==> config.mk <==
export PLATFORM = sky130hd
export DESIGN_NAME = hopalong_attractor_point_generator_unit
export DESIGN_NICKNAME = d
export VERILOG_FILES = /design/src/rtl/hop_pkg.sv /design/src/rtl/hopalong_attractor_point_generator_unit.sv /design/src/rtl/hop_mul.sv /design/src/rtl/hop_sqrt.sv
export VERILOG_INCLUDE_DIRS = /design/src /design/src/rtl
export SDC_FILE = /design/constraint.sdc
export NUM_CORES = 2
export LEC_CHECK = 0
export ABC_AREA = 0
export BUFFER_PORTS_ARGS = -buffer_cell sky130_fd_sc_hd__buf_2
export CORE_ASPECT_RATIO = 0.9
export CORE_MARGIN = 2
export CORE_UTILIZATION = 50
export DETAILED_ROUTE_END_ITERATION = 6
export GPL_TIMING_DRIVEN = 0
export PLACE_DENSITY_LB_ADDON = 0.1
export SYNTH_ARGS = -nofsm -noshare
export SYNTH_HDL_FRONTEND = slang
export SYNTH_SLANG_ARGS = --single-unit
==> constraint.sdc <==
create_clock -name clk -period 17.1 [get_ports clk]
set_clock_uncertainty 0.1 [all_clocks]
set_input_delay 0.855 -clock clk [delete_from_list [all_inputs] [get_ports clk]]
set_output_delay 0.855 -clock clk [all_outputs]
set_load 0.03 [all_outputs]
==> src/rtl/assert_macros.svh <==
// ----------------------------------------------------------------------------
// Assertion macros
// Shared concurrent assertion forms, clocked on clk and disabled in reset.
// ----------------------------------------------------------------------------
`ifndef ASSERT_MACROS_SVH
`define ASSERT_MACROS_SVH

// Same-cycle implication: cons must hold whenever ante holds
`define ASSERT_IMPL(label, ante, cons, msg) \
    label: assert property (@(posedge clk) disable iff (!rst_n) (ante) |-> (cons)) \
        else $error(msg);

// Next-cycle implication: cons must hold in the cycle after ante
`define ASSERT_NEXT(label, ante, cons, msg) \
    label: assert property (@(posedge clk) disable iff (!rst_n) (ante) |=> (cons)) \
        else $error(msg);

`endif

==> src/rtl/hop_pkg.sv <==
// ----------------------------------------------------------------------------
// hop_pkg
// Widths, codes and state type shared by the hopalong point generator.
// ----------------------------------------------------------------------------
package hop_pkg;

    // Interface widths
    localparam int CFG_W      = 32;
    localparam int CFG_IDX_W  = 3;
    localparam int CTR_W      = 12;
    localparam int CNT_W      = 13;
    localparam int PT_W       = 32;

    // State widths
    localparam int COORD_W    = 48;
    localparam int BUDGET_W   = 19;

    // Budget scaling
    localparam int PPC_W = 7;
    localparam logic [PPC_W-1:0]    POINTS_PER_COUNT = 7'd100;
    localparam logic [BUDGET_W-1:0] BUDGET_MAX       = 19'h7FFFF;

    // Iterative multiplier: magnitude of i times magnitude of b
    localparam int MUL_A_W    = COORD_W;
    localparam int MUL_B_W    = CFG_W;
    localparam int MUL_CHUNK  = 24;
    localparam int MUL_STEPS  = MUL_A_W / MUL_CHUNK;
    localparam int MUL_STEP_W = $clog2(MUL_STEPS + 1);
    localparam int PROD_W     = MUL_A_W + MUL_B_W;

    // Product cap and difference widths
    localparam int MAG_W      = 63;
    localparam int DIFF_W     = 64;
    localparam int CAP_BIT    = 62;

    // Reset values of the configuration registers
    localparam logic [CTR_W-1:0] CENTER_X_RST = 12'd512;
    localparam logic [CTR_W-1:0] CENTER_Y_RST = 12'd384;
    localparam logic [CNT_W-1:0] COUNT_RST    = 13'd2000;

    // Configuration register indexes
    typedef enum logic [CFG_IDX_W-1:0] {
        REG_PARAM_A  = 3'd0,
        REG_PARAM_B  = 3'd1,
        REG_PARAM_C  = 3'd2,
        REG_CENTER_X = 3'd3,
        REG_CENTER_Y = 3'd4,
        REG_COUNT    = 3'd5
    } hop_reg_t;

    // Sequencer states
    typedef enum logic [3:0] {
        ST_IDLE,
        ST_MUL,
        ST_CAP,
        ST_DIFF,
        ST_MAG,
        ST_ROOT,
        ST_UPD,
        ST_SUM,
        ST_PIX,
        ST_EMIT
    } hop_state_t;

endpackage

==> src/rtl/hopalong_attractor_point_generator_unit.sv <==
// ----------------------------------------------------------------------------
// hopalong_attractor_point_generator_unit
// Fixed-point hopalong (Martin map) point generator with screen mapping.
// ----------------------------------------------------------------------------
// A restart word (restart = 1) clears both coordinates and loads a budget of
// count_hundreds * 100 points (at most 2^19 - 1) when accepted, with no result.
// Each tick word (restart = 0) steps the map once and returns one screen
// point, until the budget is spent; a tick with an empty budget returns
// nothing. ROOT_W = (63 + FRAC_BITS + 1) / 2, rounded down to an integer, is
// the width of the root; the shared square root unit resolves one root bit
// per cycle, and the 48 x 32 product is built on a 24 x 32 multiplier. The
// input stalls while a tick is in flight and a finished point waits in the
// output register, so the next word is accepted while that point is still
// pending.
module hopalong_attractor_point_generator_unit #(
    parameter int FRAC_BITS = 16
) (
    input  logic                               clk,
    input  logic                               rst_n,
    // configuration write port
    input  logic                               cfg_we,
    input  logic [hop_pkg::CFG_IDX_W-1:0]      cfg_index,
    input  logic [hop_pkg::CFG_W-1:0]          cfg_data,
    // input channel
    input  logic                               in_valid,
    output logic                               in_stall,
    input  logic                               restart,
    // output channel
    output logic                               out_valid,
    input  logic                               out_stall,
    output logic signed [hop_pkg::PT_W-1:0]    point_x,
    output logic signed [hop_pkg::PT_W-1:0]    point_y,
    output logic                               last_point
);
    import hop_pkg::*;

    `include "assert_macros.svh"

    localparam int RAD_W  = ((MAG_W + FRAC_BITS + 1) / 2) * 2;
    localparam int ROOT_W = RAD_W / 2;
    localparam int OFF_W  = COORD_W + 1 - FRAC_BITS;
    localparam int SAT_W  = (OFF_W + 1 > PT_W + 1) ? OFF_W + 1 : PT_W + 1;
    localparam int BUD_W  = CNT_W + PPC_W;

    localparam logic [PROD_W-1:0]       PROD_CAP = PROD_W'(1) << CAP_BIT;
    localparam logic signed [SAT_W-1:0] PT_MAX   = SAT_W'(2147483647);
    localparam logic signed [SAT_W-1:0] PT_MIN   = ~PT_MAX;

    // ------------------------------------------------------------------
    // Helpers
    // ------------------------------------------------------------------
    function automatic logic signed [COORD_W-1:0] sat_coord(
        input logic signed [COORD_W:0] v
    );
        logic signed [COORD_W-1:0] r;
        if (v[COORD_W] != v[COORD_W-1])
            r = v[COORD_W] ? {1'b1, {(COORD_W-1){1'b0}}} : {1'b0, {(COORD_W-1){1'b1}}};
        else
            r = v[COORD_W-1:0];
        return r;
    endfunction

    // Divide by 2^FRAC_BITS, rounding toward zero
    function automatic logic signed [OFF_W-1:0] to_pixels(
        input logic signed [COORD_W:0] v
    );
        logic signed [COORD_W:0] sh;
        logic                    bump;
        sh   = v >>> FRAC_BITS;
        bump = v[COORD_W] && (v[FRAC_BITS-1:0] != '0);
        sh   = sh + (COORD_W+1)'(bump);
        return sh[OFF_W-1:0];
    endfunction

    function automatic logic signed [PT_W-1:0] sat_point(
        input logic signed [SAT_W-1:0] v
    );
        logic signed [PT_W-1:0] r;
        if (v > PT_MAX)
            r = PT_MAX[PT_W-1:0];
        else if (v < PT_MIN)
            r = PT_MIN[PT_W-1:0];
        else
            r = v[PT_W-1:0];
        return r;
    endfunction

    // ------------------------------------------------------------------
    // Declarations
    // ------------------------------------------------------------------
    hop_state_t state_reg;
    hop_state_t state_next;

    logic signed [CFG_W-1:0]   param_a_reg;
    logic signed [CFG_W-1:0]   param_b_reg;
    logic signed [CFG_W-1:0]   param_c_reg;
    logic [CTR_W-1:0]          center_x_reg;
    logic [CTR_W-1:0]          center_y_reg;
    logic [CNT_W-1:0]          count_reg;

    logic signed [COORD_W-1:0] coord_i_reg;
    logic signed [COORD_W-1:0] coord_j_reg;
    logic [BUDGET_W-1:0]       points_left_reg;

    logic signed [COORD_W-1:0] new_j_reg;
    logic signed [DIFF_W-1:0]  prod_reg;
    logic signed [DIFF_W-1:0]  diff_reg;
    logic signed [COORD_W:0]   sum_reg;
    logic signed [COORD_W:0]   dif_reg;
    logic signed [OFF_W-1:0]   off_x_reg;
    logic signed [OFF_W-1:0]   off_y_reg;

    logic                      out_valid_reg;
    logic signed [PT_W-1:0]    point_x_reg;
    logic signed [PT_W-1:0]    point_y_reg;
    logic                      last_point_reg;

    logic                      in_accept;
    logic                      tick_go;
    logic                      out_free;
    logic                      mul_start;
    logic                      sqrt_start;
    logic                      out_load;

    logic [MUL_A_W-1:0]        mag_i;
    logic [MUL_B_W-1:0]        mag_b;
    logic                      mul_done;
    logic [PROD_W-1:0]         mul_product;
    logic                      sqrt_done;
    logic [ROOT_W-1:0]         sqrt_root;

    logic [BUD_W-1:0]          budget_w;
    logic [BUDGET_W-1:0]       budget;
    logic [PROD_W-1:0]         prod_sh;
    logic [MAG_W-1:0]          prod_mag;
    logic                      prod_neg;
    logic signed [DIFF_W-1:0]  prod_s;
    logic [DIFF_W-1:0]         diff_mag;
    logic [RAD_W-1:0]          rad_in;
    logic signed [COORD_W:0]   j_ext;
    logic signed [COORD_W:0]   i_ext;
    logic signed [COORD_W:0]   root_ext;
    logic signed [COORD_W:0]   new_i_w;
    logic signed [COORD_W:0]   new_j_w;
    logic signed [SAT_W-1:0]   x_w;
    logic signed [SAT_W-1:0]   y_w;

    // ------------------------------------------------------------------
    // Handshake
    // ------------------------------------------------------------------
    assign in_accept = in_valid && !in_stall;
    assign tick_go   = in_accept && !restart && (points_left_reg != '0);
    assign out_free  = !out_valid_reg || !out_stall;

    // ------------------------------------------------------------------
    // Configuration registers
    // ------------------------------------------------------------------
    always_ff @(posedge clk or negedge rst_n)
    begin
        if (!rst_n)
        begin
            param_a_reg  <= '0;
            param_b_reg  <= '0;
            param_c_reg  <= '0;
            center_x_reg <= CENTER_X_RST;
            center_y_reg <= CENTER_Y_RST;
            count_reg    <= COUNT_RST;
        end
        else if (cfg_we)
        begin
            unique case (cfg_index)
                REG_PARAM_A:  param_a_reg  <= cfg_data;
                REG_PARAM_B:  param_b_reg  <= cfg_data;
                REG_PARAM_C:  param_c_reg  <= cfg_data;
                REG_CENTER_X: center_x_reg <= cfg_data[CTR_W-1:0];
                REG_CENTER_Y: center_y_reg <= cfg_data[CTR_W-1:0];
                REG_COUNT:    count_reg    <= cfg_data[CNT_W-1:0];
                default:      ;
            endcase
        end
    end

    // ------------------------------------------------------------------
    // Sequencer: next state
    // ------------------------------------------------------------------
    always_comb
    begin
        state_next = state_reg;
        unique case (state_reg)
            ST_IDLE: if (tick_go)   state_next = ST_MUL;
            ST_MUL:  if (mul_done)  state_next = ST_CAP;
            ST_CAP:                 state_next = ST_DIFF;
            ST_DIFF:                state_next = ST_MAG;
            ST_MAG:                 state_next = ST_ROOT;
            ST_ROOT: if (sqrt_done) state_next = ST_UPD;
            ST_UPD:                 state_next = ST_SUM;
            ST_SUM:                 state_next = ST_PIX;
            ST_PIX:                 state_next = ST_EMIT;
            ST_EMIT: if (out_free)  state_next = ST_IDLE;
            default:                state_next = ST_IDLE;
        endcase
    end

    // Sequencer: outputs
    always_comb
    begin
        in_stall   = 1'b1;
        mul_start  = 1'b0;
        sqrt_start = 1'b0;
        out_load   = 1'b0;
        unique case (state_reg)
            ST_IDLE:
            begin
                in_stall  = 1'b0;
                mul_start = in_valid && !restart && (points_left_reg != '0);
            end
            ST_MAG:  sqrt_start = 1'b1;
            ST_EMIT: out_load   = out_free;
            default: ;
        endcase
    end

    always_ff @(posedge clk or negedge rst_n)
    begin
        if (!rst_n)
            state_reg <= ST_IDLE;
        else
            state_reg <= state_next;
    end

    // ------------------------------------------------------------------
    // Shared units
    // ------------------------------------------------------------------
    assign mag_i = coord_i_reg[COORD_W-1] ? MUL_A_W'(-coord_i_reg) : MUL_A_W'(coord_i_reg);
    assign mag_b = param_b_reg[CFG_W-1]   ? MUL_B_W'(-param_b_reg) : MUL_B_W'(param_b_reg);

    hop_mul u_mul (
        .clk     (clk),
        .rst_n   (rst_n),
        .start   (mul_start),
        .a       (mag_i),
        .b       (mag_b),
        .done    (mul_done),
        .product (mul_product)
    );

    hop_sqrt #(
        .RAD_W (RAD_W)
    ) u_sqrt (
        .clk      (clk),
        .rst_n    (rst_n),
        .start    (sqrt_start),
        .radicand (rad_in),
        .done     (sqrt_done),
        .root     (sqrt_root)
    );

    // ------------------------------------------------------------------
    // Step arithmetic
    // ------------------------------------------------------------------
    always_comb
    begin
        // budget load, saturated
        budget_w = count_reg * POINTS_PER_COUNT;
        budget   = (budget_w > BUD_W'(BUDGET_MAX)) ? BUDGET_MAX : budget_w[BUDGET_W-1:0];

        // drop fraction bits of |b*i| and cap the magnitude, then sign it
        prod_sh  = mul_product >> FRAC_BITS;
        prod_mag = (prod_sh > PROD_CAP) ? PROD_CAP[MAG_W-1:0] : prod_sh[MAG_W-1:0];
        prod_neg = coord_i_reg[COORD_W-1] ^ param_b_reg[CFG_W-1];
        prod_s   = prod_neg ? -$signed({1'b0, prod_mag}) : $signed({1'b0, prod_mag});

        // radicand is |b*i - c| scaled up by the fraction bits
        diff_mag = diff_reg[DIFF_W-1] ? DIFF_W'(-diff_reg) : DIFF_W'(diff_reg);
        rad_in   = RAD_W'({diff_mag[MAG_W-1:0], {FRAC_BITS{1'b0}}});

        // coordinate updates, one bit wider before saturation
        i_ext    = {coord_i_reg[COORD_W-1], coord_i_reg};
        j_ext    = {coord_j_reg[COORD_W-1], coord_j_reg};
        root_ext = $signed((COORD_W+1)'(sqrt_root));
        new_i_w  = coord_i_reg[COORD_W-1] ? (j_ext + root_ext) : (j_ext - root_ext);
        new_j_w  = $signed({{(COORD_W+1-CFG_W){param_a_reg[CFG_W-1]}}, param_a_reg}) - i_ext;

        // screen position
        x_w = $signed(SAT_W'(center_x_reg)) + SAT_W'(off_x_reg);
        y_w = $signed(SAT_W'(center_y_reg)) - SAT_W'(off_y_reg);
    end

    // Map state and budget
    always_ff @(posedge clk or negedge rst_n)
    begin
        if (!rst_n)
        begin
            coord_i_reg     <= '0;
            coord_j_reg     <= '0;
            points_left_reg <= '0;
        end
        else if (in_accept && restart)
        begin
            coord_i_reg     <= '0;
            coord_j_reg     <= '0;
            points_left_reg <= budget;
        end
        else if (state_reg == ST_UPD)
        begin
            coord_i_reg     <= sat_coord(new_i_w);
            coord_j_reg     <= new_j_reg;
            points_left_reg <= points_left_reg - BUDGET_W'(1);
        end
    end

    // Intermediate results, registered in the CAP, DIFF, SUM and PIX states
    always_ff @(posedge clk)
    begin
        case (state_reg)
            ST_CAP:
            begin
                prod_reg  <= prod_s;
                new_j_reg <= sat_coord(new_j_w);
            end
            ST_DIFF: diff_reg <= prod_reg - DIFF_W'(param_c_reg);
            ST_SUM:
            begin
                sum_reg <= i_ext + j_ext;
                dif_reg <= i_ext - j_ext;
            end
            ST_PIX:
            begin
                off_x_reg <= to_pixels(sum_reg);
                off_y_reg <= to_pixels(dif_reg);
            end
            default: ;
        endcase
    end

    // ------------------------------------------------------------------
    // Output register
    // ------------------------------------------------------------------
    always_ff @(posedge clk or negedge rst_n)
    begin
        if (!rst_n)
            out_valid_reg <= 1'b0;
        else if (out_load)
            out_valid_reg <= 1'b1;
        else if (!out_stall)
            out_valid_reg <= 1'b0;
    end

    always_ff @(posedge clk)
    begin
        if (out_load)
        begin
            point_x_reg    <= sat_point(x_w);
            point_y_reg    <= sat_point(y_w);
            last_point_reg <= (points_left_reg == '0);
        end
    end

    assign out_valid  = out_valid_reg;
    assign point_x    = point_x_reg;
    assign point_y    = point_y_reg;
    assign last_point = last_point_reg;

    // ------------------------------------------------------------------
    // Assertions
    // ------------------------------------------------------------------
    `ASSERT_IMPL(a_mul_done_in_mul, mul_done, state_reg == ST_MUL, "multiplier done outside MUL")
    `ASSERT_IMPL(a_root_done_in_root, sqrt_done, state_reg == ST_ROOT, "root done outside ROOT")
    `ASSERT_NEXT(a_tick_starts, tick_go, state_reg == ST_MUL, "live tick did not start a step")
    `ASSERT_NEXT(a_last_flag, out_load, out_valid_reg && (last_point_reg == (points_left_reg == '0)), "last point flag disagrees with budget")

endmodule

==> src/rtl/hop_mul.sv <==
// ----------------------------------------------------------------------------
// hop_mul
// Unsigned multiplier that takes one chunk of the wide operand per cycle,
// high chunk first, and accumulates the partial products.
// ----------------------------------------------------------------------------
module hop_mul (
    input  logic                        clk,
    input  logic                        rst_n,
    input  logic                        start,
    input  logic [hop_pkg::MUL_A_W-1:0] a,
    input  logic [hop_pkg::MUL_B_W-1:0] b,
    output logic                        done,
    output logic [hop_pkg::PROD_W-1:0]  product
);
    import hop_pkg::*;

    logic [MUL_A_W-1:0]           a_reg;
    logic [MUL_B_W-1:0]           b_reg;
    logic [PROD_W-1:0]            acc_reg;
    logic [PROD_W-1:0]            acc_next;
    logic [MUL_CHUNK+MUL_B_W-1:0] pp;
    logic [MUL_STEP_W-1:0]        step_reg;
    logic                         busy_reg;
    logic                         done_reg;

    // Partial product of the top chunk, folded into the shifted sum
    assign pp       = a_reg[MUL_A_W-1 -: MUL_CHUNK] * b_reg;
    assign acc_next = (acc_reg << MUL_CHUNK) + PROD_W'(pp);

    // Sequence control
    always_ff @(posedge clk or negedge rst_n)
    begin
        if (!rst_n)
        begin
            busy_reg <= 1'b0;
            done_reg <= 1'b0;
            step_reg <= '0;
        end
        else
        begin
            done_reg <= 1'b0;
            if (start)
            begin
                busy_reg <= 1'b1;
                step_reg <= MUL_STEP_W'(MUL_STEPS);
            end
            else if (busy_reg)
            begin
                step_reg <= step_reg - MUL_STEP_W'(1);
                if (step_reg == MUL_STEP_W'(1))
                begin
                    busy_reg <= 1'b0;
                    done_reg <= 1'b1;
                end
            end
        end
    end

    // Operand and accumulator registers
    always_ff @(posedge clk)
    begin
        if (start)
        begin
            a_reg   <= a;
            b_reg   <= b;
            acc_reg <= '0;
        end
        else if (busy_reg)
        begin
            a_reg   <= a_reg << MUL_CHUNK;
            acc_reg <= acc_next;
        end
    end

    assign done    = done_reg;
    assign product = acc_reg;

endmodule

==> src/rtl/hop_sqrt.sv <==
// ----------------------------------------------------------------------------
// hop_sqrt
// Restoring integer square root: one root bit per cycle, floor of the
// exact root of an unsigned radicand.
// ----------------------------------------------------------------------------
module hop_sqrt #(
    parameter int RAD_W = 80
) (
    input  logic               clk,
    input  logic               rst_n,
    input  logic               start,
    input  logic [RAD_W-1:0]   radicand,
    output logic               done,
    output logic [RAD_W/2-1:0] root
);
    localparam int ROOT_W = RAD_W / 2;
    localparam int CNT_W  = $clog2(ROOT_W + 1);

    logic [RAD_W-1:0]  rad_reg;
    logic [ROOT_W+1:0] rem_reg;
    logic [ROOT_W+1:0] rem_sh;
    logic [ROOT_W+1:0] trial;
    logic [ROOT_W+1:0] rem_next;
    logic [ROOT_W-1:0] root_reg;
    logic [ROOT_W-1:0] root_next;
    logic              fits;
    logic [CNT_W-1:0]  cnt_reg;
    logic              busy_reg;
    logic              done_reg;

    // Bring down the next bit pair and try to subtract 4*root + 1
    always_comb
    begin
        rem_sh    = {rem_reg[ROOT_W-1:0], rad_reg[RAD_W-1 -: 2]};
        trial     = {root_reg, 2'b01};
        fits      = (rem_sh >= trial);
        rem_next  = fits ? (rem_sh - trial) : rem_sh;
        root_next = {root_reg[ROOT_W-2:0], fits};
    end

    // Step counter
    always_ff @(posedge clk or negedge rst_n)
    begin
        if (!rst_n)
        begin
            busy_reg <= 1'b0;
            done_reg <= 1'b0;
            cnt_reg  <= '0;
        end
        else
        begin
            done_reg <= 1'b0;
            if (start)
            begin
                busy_reg <= 1'b1;
                cnt_reg  <= CNT_W'(ROOT_W);
            end
            else if (busy_reg)
            begin
                cnt_reg <= cnt_reg - CNT_W'(1);
                if (cnt_reg == CNT_W'(1))
                begin
                    busy_reg <= 1'b0;
                    done_reg <= 1'b1;
                end
            end
        end
    end

    // Radicand, remainder and root
    always_ff @(posedge clk)
    begin
        if (start)
        begin
            rad_reg  <= radicand;
            rem_reg  <= '0;
            root_reg <= '0;
        end
        else if (busy_reg)
        begin
            rad_reg  <= rad_reg << 2;
            rem_reg  <= rem_next;
            root_reg <= root_next;
        end
    end

    assign done = done_reg;
    assign root = root_reg;

endmodule
# Word-level counts from Yosys, hierarchy flattened
# Index checks and enable logic that the tools add are counted.
[totals]
reg_bits = 974
input_bits = 41
out_inout_bits = 67
word_cells = 167
[op_classes]
add_sub_neg = 19
multipliers = 2
order_cmp = 7
eq_ne = 23
muxes = 51
bitwise = 1
n_reduce_logical = 28
[op_table]
columns = ["operator", "n"]
rows = [
  ["$mux 48", 11],
  ["$mux 63", 3],
  ["$mux 79", 2],
  ["$add 80x56->80", 1],
  ["$gt 34x32->1 const B", 2],
  ["$lt 34x32->1 const B", 2],
  ["$add 33x2->33", 2],
  ["$gt 64x63->1 const B", 1],
  ["$mux 32", 2],
  ["$neg 63->64", 1],
  ["$sub 64x32->64", 1],
  ["$neg 63->63", 1],
  ["$mux 19", 3],
  ["$mul 24x32->56", 1],
  ["$add 48x41->49", 1],
  ["$add 48x48->49", 1],
  ["$mux 49", 1],
  ["$sub 32x48->49", 1],
  ["$sub 48x41->49", 1],
  ["$sub 48x48->49", 1],
  ["$neg 48->48", 1],
  ["$ge 42x42->1", 1],
  ["$mux 40", 1],
  ["$pmux 4 s10", 1],
  ["38 further kinds", 88],
]

# Longest topological paths before layout
[logic_depth]
word_depth = 6
mapped_depth = 30
ltp_nobuf = 27

# Cells and area by module
# A second synthesis with hierarchy kept.
[hier_totals]
cells_unflattened = 9358
hier_area_um2 = 88635.0
[modules_own_cells]
columns = ["mod", "n_inst", "cells_per_inst", "area_each_um2", "seq_area_each_um2"]
rows = [
  ["hopalong_attractor_point_generator_unit", 1, 4980, 46995.1, 18474.0],
  ["hop_mul", 1, 3496, 32374.8, 4103.9],
  ["hop_sqrt", 1, 882, 9265.1, 4204.0],
]

# Least setup slack after synthesis
# Ideal clock, no wire load.
[synth_path]
path_kind = "reg-to-reg"
start = "register state_reg[1]"
end = "register new_j_reg[0] (enable)"
setup_ns = 0.720
arrival_time_ns = 8.266
required_time_ns = 16.280
slack_ns = 8.014
stages_incl_launch_ff = 4
n_path_buf = 1
period_less_slack_ns = 9.086
path_cell_list = "dfrtp_1 > clkbuf_1 > nand2_1 > nor3_1"
[synth_between]
elab_chain_cells = 1
[synth_rtl]
columns = ["element", "line_no", "text"]
rows = [
  ["from (decl)", "hopalong_attractor_point_generator_unit.sv:91", "hop_state_t state_reg;"],
  ["from (signal assigned)", "hopalong_attractor_point_generator_unit.sv:228", "state_reg <= state_next;"],
  ["$eq 4x2->1", "hopalong_attractor_point_generator_unit.sv:315", "case (state_reg)"],
  ["to (signal assigned)", "hopalong_attractor_point_generator_unit.sv:319", "new_j_reg <= sat_coord(new_j_w);"],
  ["to (decl)", "hopalong_attractor_point_generator_unit.sv:105", "logic signed [COORD_W-1:0] new_j_reg;"],
]
# No other way between the ends.
# A chain may end at the register's enable or synchronous reset.

# Final worst setup path
[layout_path]
start = "register u_mul.b_reg[10]"
end = "register u_mul.acc_reg[66], in the netlist u_mul.product[66]"
[layout_between]
elab_chain_cells = 2
[layout_rtl]
columns = ["element", "line_no", "text"]
rows = [
  ["from (decl)", "hop_mul.sv:18", "logic [MUL_B_W-1:0] b_reg;"],
  ["from (signal assigned)", "hop_mul.sv:65", "b_reg <= b;"],
  ["$mul 24x32->56", "hop_mul.sv:27", "assign pp = a_reg[MUL_A_W-1 -: MUL_CHUNK] * b_reg;"],
  ["$add 80x56->80", "hop_mul.sv:28", "assign acc_next = (acc_reg << MUL_CHUNK) + PROD_W'(pp);"],
  ["to (signal assigned)", "hop_mul.sv:71", "acc_reg <= acc_next;"],
  ["to (decl)", "hop_mul.sv:19", "logic [PROD_W-1:0] acc_reg;"],
]
# No other way between the ends.

==> impl_metrics.ini <==
[logic_synthesis]
netlist_instances = 9351
synth_compound_area_share_pct = 14.0
synth-simple-area-share_pct = 14.6
synth-xor-area-share_pct = 6.94
synth_top_area_cell = edfxtp_1
synthDistinctLibCells = 96
synth_top_family_by_area = adder cells
synth_top_area_share_pct = 18.9
synth_fa_ha_area_share_pct = 24.7
synth_area_per_cell_um2 = 9.29
yosys_warnings = 0
synth_area_um2 = 86800
syn_nets = 10700
synth_edf_count = 547
async_flop_share_pct = 27.2
ys_ff_latch = 973
synthMuxAreaShare_pct = 2.39
synthFlopType = edfxtp_1
yosys-top-cells-area = edfxtp_1 19%, fa_1 16%, ha_1 8.3%
synth_seq_area_share_pct = 30.3

[detailed_routing]
drt_iter0_markers = 6702
routed_wl_um = 303000
drc_errors = 0
routed_via_density = 5.85
drtAntennaViolNets = 0
drt_first_pass_iters = 7
dr_total_vias = 70100
wl_per_cell_um = 25.3

[critical_path]
r2r_end = u_mul.product[66]
max_stage_delay_ps = 900
slowest_stage = clkbuf_1
worst-setup-path-type = reg2reg
crit_fanout = 10
r2r_start = u_mul.b_reg[10]
r2r_slack_ps = 6810
r2r_cells = 25
arrival_ps = 10810
critical_path.startpoint_type = flip-flop
cp-end-kind = flip-flop
startpoint = u_mul.b_reg[10]
crit_top_cell = fa_1
crit_required_ps = 17610

[sta]
max_freq_mhz = 97.1
slew_headroom_pct = 7.34
finalHoldViolCount = 0
setup_tns_ps = 0
fin_ws_ps = 6810
drv_slew = 0
tightest_slew_ps = 1380
post-route-period-util_pct = 60.2
min_period_ps = 10290
setup_viol = 0
rsz0062_at_grt = no

[global_route]
grt_pass1_wl_um = 446000
antenna_found_initial = 26
grt_max_degree = 99
grt_pass1_vias = 68300
grt_usage_pct = 33.9
gr-total-overflow = 0

[clocking]
cts_buffer_depth = 3
htreeDepth = 3
clkLatencyLatePin_ps = 760
cts_made_buffers = 110
tritoncts = yes
post_cts_resized = 0
root_buffer = clkbuf_16
cts_setup_buffers = 0
numClockSinks = 973
clk_pin_slew_ps = 60

[run_status]
outcome = completed

[place]
port_buffers = 107
pre_cts_slack_ps = 7010
place_hpwl_um = 247000
globalplace.congestion = 1.01

[die]
core_area_um2 = 173000
die_h_um = 399
std_cell_rows = 145
die_w_um = 443
start_util_pct = 50.2
die_area_um2 = 177000
io_pins = 108

[worst_hold_path]
min_path_type = reg2reg
min_path_cells = 2
whs_endpoint = coord_j_reg[45]
hold_start = new_j_reg[45]

[power_and_ir_drop]
max-vdd-ir-drop_uv = 149
p_per_area_nw_per_um2 = 123
p_leak_nw = 40.9
total_power_w = 0.0117

[layout]
drive_gt1_share_pct = 5.08
final_common_cell = inv_1
largest_reg_flops = 80
final_nets = 10900
layout_common_cells = 1,156 x inv_1, 944 x nand2_1, 707 x fa_1
areaGrowthSynthToFinish_pct = 9.24

[job]
drv_cap = 0
==> area by class of cell <==
| type | count | area [um2] |
|---|---|---|
| multi-input cells | 6750 | 54500 |
| well taps | 2278 | 2850 |
| clock inverters | 70 | 1110 |
| diodes | 12 | 30.0 |
| inverters | 1162 | 4360 |
| plain buffers | 466 | 1790 |
| repair buffers | 139 | 1010 |
| flip-flops and latches | 973 | 26300 |
| clock buffers | 139 | 2950 |
| fillers | 15900 | 78200 |
==> through the flow <==
step	area (um2)	hold slack (ps)	util, %	instances
after global placement	90200	328	52.1	11700
final	94800	351	54.8	12000
after detailed placement	90700	336	52.4	11800
after CTS	94800	312	54.8	12000
after floorplan	86800	315	-	9351
after global routing	94800	322	54.8	12000
==> worst max-delay path: cells and delay by family (launching register included) <==
kind / cells / cell delay [ps]
xor gates and xnor gates: 1 / 230
AOI/OAI and AO/OA: 8 / 2790
and+or+nand+nor: 3 / 640
buffers and inverters: 5 / 1310
adders and majority gates: 8 / 4250
DFF: 1 / 790
==> synthesized netlist by cell type (66+ instances only) <==
master,number
inv_1,1156
o21ai_1,173
nand2_1,945
mux2i_1,97
o21ai_0,382
dfrtp_1,256
xor2_1,234
nand4_1,94
ha_1,579
o31ai_1,126
mux2_2,98
dfxtp_1,161
xnor2_1,454
a31oi_1,75
clkbuf_1,434
nand3_1,131
edfxtp_1,547
and3_1,67
a21o_1,187
fa_1,707
nor3_1,124
nand2b_1,66
a21oi_1,537
o21bai_1,75
and2_1,389
nor2_1,541
==> routing by layer <==
layer,part of all wire [%],GRT usage [%],vias to the layer above
met2,45,53.1,2601
li1,-,-,32100
met4,4.5,13.2,6
met3,7.7,5.57,440
met5,0.011,0,-
met1,43,47.1,35000
==> worst max path at each step <==
stage,end,cells past startpoint
floorplan,new_j_reg[0],3
global placement,prod_reg[54],3
CTS,u_mul.product[66],25
finish,u_mul.product[66],25
global route,u_mul.product[66],25
detailed placement,u_mul.product[66],25
==> power by group <==
part	total, W	leakage (nW)	internal, W	switching, W
registers	0.00324	8.62	0.00288	0.000365
clock network	0.00267	1.95	0.00158	0.00108
logic	0.00575	30.3	0.00221	0.00354
==> cell families after synthesis <==
group | Yosys count
and+or+nand+nor | 2630
AOI/OAI and AO/OA | 1945
buffers and inverters | 1628
adders and majority gates | 1292
DFF | 973
xor gates and xnor gates | 688
muxes | 195
==> what timing repair did <==
action / in CTS / in global routing
endpoints found under the setup margin: 0 / 0
hold buffers: 1 / 0
endpoints found under the hold margin: 19 / 0
(Power assumes the default switching activity.)
